**config.mk**
```make
export PLATFORM = sky130hd
export DESIGN_NAME = delta_list_timer_queue_flat
export DESIGN_NICKNAME = d
export VERILOG_FILES = /design/src/sv/dltq_pkg.sv /design/src/sv/dltq_req_if.sv /design/src/sv/dltq_rsp_if.sv /design/src/sv/delta_list_timer_queue.sv /design/src/flat_wrapper.sv
export SDC_FILE = /design/constraint.sdc
export NUM_CORES = 2
export LEC_CHECK = 0
export BUFFER_PORTS_ARGS = -buffer_cell sky130_fd_sc_hd__clkbuf_2
export CORE_MARGIN = 1
export CORE_UTILIZATION = 60
export DETAILED_ROUTE_END_ITERATION = 10
export GPL_ROUTABILITY_DRIVEN = 0
export PLACE_DENSITY_LB_ADDON = 0.25
export SLEW_MARGIN = 10
export SYNTH_ARGS = -nofsm -noshare
export SYNTH_HDL_FRONTEND = slang
export SYNTH_SLANG_ARGS = --single-unit
```
**constraint.sdc**
```tcl
create_clock -name clk -period 9.1 [get_ports clk]
set_clock_uncertainty 0.05 [all_clocks]
set_input_delay 0.455 -clock clk [delete_from_list [all_inputs] [get_ports clk]]
set_output_delay 0.455 -clock clk [all_outputs]
set_load 0.03 [all_outputs]
```
**src/sv/dltq_pkg.sv**
```systemverilog
package dltq_pkg;

	// request kinds
	localparam logic [1:0] KIND_START  = 2'd0;
	localparam logic [1:0] KIND_CANCEL = 2'd1;
	localparam logic [1:0] KIND_TICK   = 2'd2;

	// result event codes
	localparam logic [2:0] EV_STARTED   = 3'd0;
	localparam logic [2:0] EV_CANCELLED = 3'd1;
	localparam logic [2:0] EV_IGNORED   = 3'd2;
	localparam logic [2:0] EV_EXPIRED   = 3'd3;
	localparam logic [2:0] EV_NONE      = 3'd4;

	// most expiries one tick reports
	localparam int MAX_RESULTS = 16;
	localparam int NRES_W = 5;

	typedef struct packed {
		logic [1:0]  kind;
		logic [3:0]  timer_id;
		logic [31:0] timeout;
		logic [31:0] elapsed;
	} req_item_t;

	typedef struct packed {
		logic [2:0] event_res;
		logic [3:0] which_timer;
		logic       last;
	} rsp_item_t;

endpackage

```
**src/sv/dltq_req_if.sv**
```systemverilog
interface dltq_req_if import dltq_pkg::*; ();
	logic      valid;
	logic      ready;
	req_item_t data;

	modport source (output valid, output data, input ready);
	modport sink (input valid, input data, output ready);
endinterface

```
**src/sv/dltq_rsp_if.sv**
```systemverilog
interface dltq_rsp_if import dltq_pkg::*; ();
	logic      valid;
	logic      ready;
	rsp_item_t data;

	modport source (output valid, output data, input ready);
	modport sink (input valid, input data, output ready);
endinterface

```
**src/sv/delta_list_timer_queue.sv**
```systemverilog
// One-shot timer queue for NUM_TIMERS slots, kept as a doubly linked delta
// list in one synchronous memory indexed by slot (previous, next, delta),
// with head, tail, count and per-slot pending bits in flip-flops. One
// request is handled at a time; results leave through an output register,
// so the next request is taken while a result still waits. An ignored or
// unused request ends at decode. A start walks the list one entry per cycle
// on the memory read port, after first unlinking the slot when restarting
// an active one. A tick reports one result per expired timer, at most
// MAX_RESULTS. Output stalls hold the states that push a result.
module delta_list_timer_queue import dltq_pkg::*; #(
	parameter int NUM_TIMERS = 16,
	parameter int TIME_WIDTH = 32
) (
	input logic       clk,
	input logic       arst_n,
	dltq_req_if.sink  req,
	dltq_rsp_if.source rsp
);

	localparam int IW = $clog2(NUM_TIMERS);
	localparam int CW = $clog2(NUM_TIMERS + 1);
	localparam int TW = TIME_WIDTH;

	typedef struct packed {
		logic [IW-1:0] prv;
		logic [IW-1:0] nxt;
		logic [TW-1:0] dlt;
	} entry_t;

	localparam logic [3:0] S_IDLE  = 4'd0;
	localparam logic [3:0] S_DEC   = 4'd1;
	localparam logic [3:0] S_K1    = 4'd2;
	localparam logic [3:0] S_K2    = 4'd3;
	localparam logic [3:0] S_K3    = 4'd4;
	localparam logic [3:0] S_CFIN  = 4'd5;
	localparam logic [3:0] S_INS0  = 4'd6;
	localparam logic [3:0] S_IW    = 4'd7;
	localparam logic [3:0] S_INEW  = 4'd8;
	localparam logic [3:0] S_IPRED = 4'd9;
	localparam logic [3:0] S_ITAIL = 4'd10;
	localparam logic [3:0] S_IFIN  = 4'd11;
	localparam logic [3:0] S_TEV   = 4'd12;

	logic [3:0] state_q;

	// latched request
	logic [1:0]    kind_q;
	logic [3:0]    id_q;
	logic [TW-1:0] tmo_q;
	logic [TW-1:0] el_q;

	// list control
	logic [IW-1:0]       head_q, tail_q;
	logic [CW-1:0]       count_q;
	logic [NUM_TIMERS-1:0] pending_q;

	// walk registers
	logic [IW-1:0] cur_q, pred_q;
	entry_t        pred_e_q, ce_q;
	logic [TW-1:0] prev_q, dn_q;
	logic [CW-1:0] i_q;
	logic [NRES_W-1:0] n_q;
	logic          held_q;
	logic [IW-1:0] held_id_q;

	// list memory
	entry_t        mem [NUM_TIMERS];
	entry_t        rd_q;
	logic          rd_en, wr_en;
	logic [IW-1:0] rd_addr, wr_addr;
	entry_t        wr_data;

	// output register
	rsp_item_t out_q;
	logic      out_valid_q;
	logic      out_free, push;
	rsp_item_t push_d;

	logic [IW-1:0] slot;
	logic          id_ok, pend;
	logic [TW:0]   total;
	logic          hit, stop;
	logic [TW-1:0] sat;
	logic [CW-1:0] i_next;

	assign slot = IW'(id_q);
	assign id_ok = 32'(id_q) < NUM_TIMERS;
	assign pend = id_ok && pending_q[slot];
	assign total = {1'b0, prev_q} + {1'b0, rd_q.dlt};
	assign hit = {1'b0, tmo_q} <= total;
	assign i_next = i_q + CW'(1);
	assign stop = (count_q == '0) || (n_q == NRES_W'(MAX_RESULTS)) || (el_q < rd_q.dlt);
	assign sat = (el_q >= rd_q.dlt) ? '0 : rd_q.dlt - el_q;
	assign out_free = !out_valid_q || rsp.ready;

	assign req.ready = (state_q == S_IDLE);
	assign rsp.valid = out_valid_q;
	assign rsp.data = out_q;

	// memory port control and result pushes
	always_comb begin
		rd_en = 1'b0;
		rd_addr = '0;
		wr_en = 1'b0;
		wr_addr = '0;
		wr_data = rd_q;
		push = 1'b0;
		push_d = '0;
		unique case (state_q)
			S_DEC: begin
				if (out_free) begin
					if (kind_q == KIND_TICK) begin
						rd_en = 1'b1;
						rd_addr = head_q;
					end else if (kind_q == KIND_START || kind_q == KIND_CANCEL) begin
						if (!id_ok || (kind_q == KIND_CANCEL && !pend)) begin
							push = 1'b1;
							push_d = '{event_res: EV_IGNORED, which_timer: id_q, last: 1'b1};
						end else if (pend) begin
							rd_en = 1'b1;
							rd_addr = slot;
						end
					end
				end
			end
			S_K1: begin
				if (slot != tail_q) begin
					rd_en = 1'b1;
					rd_addr = rd_q.nxt;
				end else if (slot != head_q) begin
					rd_en = 1'b1;
					rd_addr = rd_q.prv;
				end
			end
			S_K2: begin
				wr_en = 1'b1;
				wr_addr = ce_q.nxt;
				wr_data = '{prv: ce_q.prv, nxt: rd_q.nxt, dlt: rd_q.dlt + ce_q.dlt};
				if (slot != head_q) begin
					rd_en = 1'b1;
					rd_addr = ce_q.prv;
				end
			end
			S_K3: begin
				wr_en = 1'b1;
				wr_addr = ce_q.prv;
				wr_data = '{prv: rd_q.prv, nxt: ce_q.nxt, dlt: rd_q.dlt};
			end
			S_CFIN: begin
				if (kind_q != KIND_START && out_free) begin
					push = 1'b1;
					push_d = '{event_res: EV_CANCELLED, which_timer: id_q, last: 1'b1};
				end
			end
			S_INS0: begin
				if (count_q != '0) begin
					rd_en = 1'b1;
					rd_addr = head_q;
				end
			end
			S_IW: begin
				if (hit) begin
					wr_en = 1'b1;
					wr_addr = cur_q;
					wr_data = '{prv: slot, nxt: rd_q.nxt, dlt: rd_q.dlt - (tmo_q - prev_q)};
				end else if (i_next != count_q) begin
					rd_en = 1'b1;
					rd_addr = rd_q.nxt;
				end
			end
			S_INEW: begin
				wr_en = 1'b1;
				wr_addr = slot;
				wr_data = '{prv: pred_q, nxt: cur_q, dlt: dn_q};
			end
			S_IPRED: begin
				wr_en = 1'b1;
				wr_addr = pred_q;
				wr_data = '{prv: pred_e_q.prv, nxt: slot, dlt: pred_e_q.dlt};
			end
			S_ITAIL: begin
				wr_en = 1'b1;
				wr_addr = slot;
				wr_data = '{prv: tail_q, nxt: rd_q.nxt, dlt: tmo_q - prev_q};
			end
			S_IFIN: begin
				if (out_free) begin
					push = 1'b1;
					push_d = '{event_res: EV_STARTED, which_timer: id_q, last: 1'b1};
				end
			end
			S_TEV: begin
				if (out_free) begin
					if (stop) begin
						if (count_q != '0) begin
							wr_en = 1'b1;
							wr_addr = head_q;
							wr_data = '{prv: rd_q.prv, nxt: rd_q.nxt, dlt: sat};
						end
						push = 1'b1;
						if (held_q) begin
							push_d = '{event_res: EV_EXPIRED, which_timer: 4'(held_id_q),
								last: 1'b1};
						end else begin
							push_d = '{event_res: EV_NONE, which_timer: 4'd0, last: 1'b1};
						end
					end else begin
						rd_en = 1'b1;
						rd_addr = rd_q.nxt;
						if (held_q) begin
							push = 1'b1;
							push_d = '{event_res: EV_EXPIRED, which_timer: 4'(held_id_q),
								last: 1'b0};
						end
					end
				end
			end
			default: begin
			end
		endcase
	end

	// list memory, registered read
	always_ff @(posedge clk) begin
		if (wr_en) begin
			mem[wr_addr] <= wr_data;
		end
		if (rd_en) begin
			rd_q <= mem[rd_addr];
		end
	end

	// request payload and walk registers
	always_ff @(posedge clk) begin
		if (req.valid && req.ready) begin
			kind_q <= req.data.kind;
			id_q <= req.data.timer_id;
			tmo_q <= TW'(req.data.timeout);
			el_q <= TW'(req.data.elapsed);
		end
		unique case (state_q)
			S_DEC: begin
				n_q <= '0;
			end
			S_K1: begin
				ce_q <= rd_q;
			end
			S_INS0: begin
				prev_q <= '0;
				i_q <= '0;
				cur_q <= head_q;
			end
			S_IW: begin
				if (hit) begin
					dn_q <= tmo_q - prev_q;
				end else begin
					pred_q <= cur_q;
					pred_e_q <= rd_q;
					prev_q <= total[TW-1:0];
					i_q <= i_next;
					cur_q <= rd_q.nxt;
				end
			end
			S_ITAIL: begin
				pred_q <= tail_q;
			end
			S_TEV: begin
				if (out_free && !stop) begin
					el_q <= el_q - rd_q.dlt;
					n_q <= n_q + NRES_W'(1);
					held_id_q <= head_q;
				end
			end
			default: begin
			end
		endcase
	end

	// sequencer and list control
	always_ff @(posedge clk or negedge arst_n) begin
		if (!arst_n) begin
			state_q <= S_IDLE;
			head_q <= '0;
			tail_q <= '0;
			count_q <= '0;
			pending_q <= '0;
			held_q <= 1'b0;
		end else begin
			unique case (state_q)
				S_IDLE: begin
					if (req.valid) begin
						state_q <= S_DEC;
					end
				end
				S_DEC: begin
					if (out_free) begin
						held_q <= 1'b0;
						if (kind_q == KIND_TICK) begin
							state_q <= S_TEV;
						end else if (kind_q == KIND_START || kind_q == KIND_CANCEL) begin
							if (!id_ok || (kind_q == KIND_CANCEL && !pend)) begin
								state_q <= S_IDLE;
							end else if (pend) begin
								state_q <= S_K1;
							end else begin
								state_q <= S_INS0;
							end
						end else begin
							state_q <= S_IDLE;
						end
					end
				end
				S_K1: begin
					if (slot != tail_q) begin
						state_q <= S_K2;
					end else if (slot != head_q) begin
						tail_q <= rd_q.prv;
						state_q <= S_K3;
					end else begin
						state_q <= S_CFIN;
					end
				end
				S_K2: begin
					if (slot == head_q) begin
						head_q <= ce_q.nxt;
						state_q <= S_CFIN;
					end else begin
						state_q <= S_K3;
					end
				end
				S_K3: begin
					state_q <= S_CFIN;
				end
				S_CFIN: begin
					if (kind_q == KIND_START || out_free) begin
						count_q <= count_q - CW'(1);
						pending_q[slot] <= 1'b0;
						state_q <= (kind_q == KIND_START) ? S_INS0 : S_IDLE;
					end
				end
				S_INS0: begin
					state_q <= (count_q == '0) ? S_ITAIL : S_IW;
				end
				S_IW: begin
					if (hit) begin
						state_q <= S_INEW;
					end else if (i_next == count_q) begin
						state_q <= S_ITAIL;
					end
				end
				S_INEW: begin
					if (cur_q == head_q) begin
						head_q <= slot;
						state_q <= S_IFIN;
					end else begin
						state_q <= S_IPRED;
					end
				end
				S_IPRED: begin
					state_q <= S_IFIN;
				end
				S_ITAIL: begin
					tail_q <= slot;
					if (count_q == '0) begin
						head_q <= slot;
						state_q <= S_IFIN;
					end else begin
						state_q <= S_IPRED;
					end
				end
				S_IFIN: begin
					if (out_free) begin
						count_q <= count_q + CW'(1);
						pending_q[slot] <= 1'b1;
						state_q <= S_IDLE;
					end
				end
				S_TEV: begin
					if (out_free) begin
						if (stop) begin
							state_q <= S_IDLE;
						end else begin
							held_q <= 1'b1;
							pending_q[head_q] <= 1'b0;
							head_q <= rd_q.nxt;
							count_q <= count_q - CW'(1);
						end
					end
				end
				default: begin
					state_q <= S_IDLE;
				end
			endcase
		end
	end

	// result output register
	always_ff @(posedge clk or negedge arst_n) begin
		if (!arst_n) begin
			out_valid_q <= 1'b0;
		end else if (push) begin
			out_valid_q <= 1'b1;
		end else if (rsp.ready) begin
			out_valid_q <= 1'b0;
		end
	end

	always_ff @(posedge clk) begin
		if (push) begin
			out_q <= push_d;
		end
	end

endmodule
```
**src/flat_wrapper.sv**
```systemverilog
// flat-port wrapper written by rule: the top's interface ports become plain ports
module delta_list_timer_queue_flat import dltq_pkg::*;
#(
	parameter int NUM_TIMERS = 16,
	parameter int TIME_WIDTH = 32
)
  (clk, arst_n, req_valid, req_data, req_ready, rsp_valid, rsp_data, rsp_ready);
  dltq_req_if req_i ();
  dltq_rsp_if rsp_i ();
  input logic clk;
  input logic arst_n;
  input wire logic [$bits(req_i.valid)-1:0] req_valid;
  input wire logic [$bits(req_i.data)-1:0] req_data;
  output wire logic [$bits(req_i.ready)-1:0] req_ready;
  output wire logic [$bits(rsp_i.valid)-1:0] rsp_valid;
  output wire logic [$bits(rsp_i.data)-1:0] rsp_data;
  input wire logic [$bits(rsp_i.ready)-1:0] rsp_ready;
  assign req_i.valid = req_valid;
  assign req_i.data = req_data;
  assign req_ready = req_i.ready;
  assign rsp_valid = rsp_i.valid;
  assign rsp_data = rsp_i.data;
  assign rsp_i.ready = rsp_ready;
  delta_list_timer_queue #(.NUM_TIMERS(NUM_TIMERS), .TIME_WIDTH(TIME_WIDTH)) u_core (.clk(clk), .arst_n(arst_n), .req(req_i), .rsp(rsp_i));
endmodule
```
==> reports/summary.txt <==
Die ar. = 84900 µm²
Slew HR = 0.0680
Synthesized Nets = 4721
placed wire-length estimate = 91.4 mm
PwrDens = 436 nW/µm²
layout cells sized above 1 = 0.0881
first-pass GRT wire length = 221 mm
core area = 82500 µm²
gr usage total = 0.341
CP startpoint kind = register
LEAKAGE = 19.9 nW
CP Launch Point = u_core.rd_q[5]
initial antenna violation count = 2
Fin. Hold Viols = 0
post-CTS sizing = 0
clk root buf = clkbuf_16
synthesized area = 50200 µm²
Fill cells = 6009
Crit Path Max Fanout = 44
DRC = 0
clk_lat worst skew = 0.68 ns
htree depth = 3
internal power = 0.0132 W
MaxCap Viol Count = 0
Initial Utilization = 0.609
Die Span Y = 291 µm
Final period util = 0.919
Main synth FF type = edfxtp_1
TritonCTS Buffers = 98
Psw = 0.0109 W
Tmin final = 8.36 ns
commonest non-fill, non-tap cell in the layout = edfxtp_1
FMAX = 120 MHz
worst hold path type = input port to register
kind of critical path = register to register
Worst-path clk slew = 0.06 ns
# rows = 105
post-synthesis cell count = 4414
Comb pwr share = 0.516
DRT Wirelength = 148 mm
total negative setup slack = 0 ns
Detailed Route Iter0 Violations = 5490
run status = complete, no violations
area delta synth->final = 10.0%
Syn Area/Cell = 11.4 µm²
Net Sw Frac = 0.452
Yosys warnings = 0
Sequential Power Share = 0.317
Hold Startpoint = req_data[21]
CP endpoint kind = register
CTS Sinks = 955
Seq/Total Area, Yosys = 0.561
Critical Path RT = 9.42 ns
Routed Antenna Nets = 0
RR Startpoint = u_core.rd_q[5]
Storage cell area = 28200 µm²
# IOs = 84
peak supply drop = 0.369 mV
Port-buffer cells = 83
mean number of vias per cell = 6.92
FF+latch count, synth = 955
Final setup viols = 0
largest net degree at the start of global routing = 145
Longest Clk Path Bufs = 3
vias in the first global route = 37.1k
total power = 0.0241 W
Cell variety after synth = 92
total gr overflow = 0
multi-input logic area = 20300 µm²
fraction of registers with async set/reset = 0.0366
Final #Nets = 4744
most frequent cells in the layout = edfxtp_1 (888), o21ai_0 (355), nand3_1 (328), nand2_1 (291), a21oi_1 (238)
RSZ-0062 raised after global routing = no
Die Width = 291 µm
clock share of power = 0.167
CTS tree = yes
Worst Tran Pin Value = 1.39 ns
TritonRoute pass-1 iters = 7
via count = 38.7k
EDFF count, synth = 888
Data arrival, critical path = 8.69 ns
DR WL/cell = 26.4 µm
fin. max-slew vios = 0
synthesized netlist by cell type (all sizes together), types with 16 or more instances:
library cell	count	area share
a22oi	25	0.0037
ha	226	0.056
a21oi	240	0.024
buf	124	0.014
o22ai	47	0.0059
xor2	82	0.014
a221oi	23	0.0040
nand4	24	0.0030
and3	24	0.0030
mux2i	92	0.018
nor4	22	0.0029
nor2	209	0.016
edfxtp	888	0.53
nand2	292	0.022
xnor2	108	0.019
o21a	23	0.0034
o21ai	433	0.043
a222oi	17	0.0034
nor2b	34	0.0042
a32oi	159	0.028
nand2b	41	0.0051
dfrtp	35	0.017
nor3	57	0.0059
a211oi	34	0.0056
dfxtp	32	0.013
a31oi	45	0.0056
o31ai	16	0.0025
o211ai	26	0.0040
o21bai	29	0.0043
a21o	77	0.012
a221o	30	0.0060
or3	17	0.0021
nand3	330	0.033
a32o	40	0.0080
inv	175	0.013
clkbuf	165	0.012
and2	17	0.0022
power groups by stage:
| stage | logic (W) | clock network, W | registers [W] |
|---|---|---|---|
| 5_1_grt | 0.0133 | 0.00421 | 0.00768 |
| 4_1_cts | 0.0121 | 0.00404 | 0.00758 |
| 6_report | 0.0124 | 0.00402 | 0.00763 |
| 2_1_floorplan | 0.00839 | 0 | 0.00740 |
| 3_5_place_dp | 0.0119 | 0 | 0.00766 |
| 3_3_place_gp | 0.0117 | 0 | 0.00763 |
what timing repair did:
action | 4_1_cts | 5_1_grt
endpoints found under the hold margin | 69 | 0
setup buffers | 0 | 0
hold buffers | 35 | 0
setup endpoints to repair | 0 | 0
layout make-up:
class,instances,share of cell area
Multi-Input combinational cell,2995,0.368
Clock buffer,110,0.0456
Sequential cell,955,0.510
Clock inverter,73,0.0122
Inverter,175,0.0120
Timing Repair Buffer,212,0.0280
Antenna cell,1,0.0000453
Tap cell,1070,0.0242
sequential cells by signal (all words and copies together), names as in the netlist, 5 cells and up:
signal and cells:
u_core.dn_q 32, u_core.mem 640, u_core.n_q 5, u_core.pred_e_q 36
u_core.pending_q 16, u_core.el_q 32, u_core.ce_q 40, u_core.rsp.data 8
u_core.rd_q 40, u_core.i_q 5, u_core.count_q 5, u_core.tmo_q 32
u_core.prev_q 32
final timing paths:
| path | endpoint | slack [ns] | cells past startpoint |
|---|---|---|---|
| min | u_core.el_q[21] | 0.003 | 3 |
| max in group asynchronous | u_core.count_q[2] | 8.00 | 2 |
| min in group asynchronous | u_core.pending_q[5] | 0.42 | 2 |
| max reg2reg | u_core.rd_q[1] | 0.74 | 23 |
| min reg2reg | u_core.pending_q[7] | 0.48 | 2 |
| max | u_core.rd_q[1] | 0.74 | 23 |
critical path: stages (launching register included):
cell	delay, ns
edfxtp_1	0.65
ha_1	0.49
o21a_1	0.18
o21a_1	0.16
o211ai_1	0.08
o21ai_0	0.44
o31ai_1	0.23
a2111oi_0	0.71
o2111ai_1	0.27
a31oi_1	0.23
nor4_1	0.07
a311oi_1	0.34
ha_1	0.22
nand4_1	0.10
nor2_1	0.34
nand3_1	0.17
a211oi_1	0.73
o211ai_1	0.31
o211ai_4	0.29
and2_4	0.54
buf_4	0.64
a32oi_1	0.19
mux2i_1	0.42
o22ai_1	0.13
through the flow:
stage          setup WS, ns  std cells  cell area (µm²)  utilization  hold WS (ns)
3_5_place_dp           1.15       5370            51700        0.626         0.473
2_1_floorplan         0.711       4414            50200            -         0.109
6_report              0.735       5591            55200        0.670       0.00349
3_3_place_gp           1.24       5370            51700        0.626         0.456
5_1_grt               0.605       5590            55200        0.670        0.0402
4_1_cts                1.09       5588            55200        0.669      0.000246
cells by family after synthesis:
family / synth area share
buffers and inverters: 0.0391
DFF: 0.561
adders and majority gates: 0.0591
xor gates and xnor gates: 0.0331
and+or+nand+nor: 0.104
muxes: 0.0215
AOI/OAI and AO/OA: 0.182
layer usage:
metal	GRT usage	share of wire	wire length (µm)
met3	0.0626	0.12	18000
met4	0.148	0.042	6150
met5	0	0	0
met1	0.462	0.38	55800
met2	0.540	0.46	67800
No activity file was read; power rests on OpenSTA's default activity.
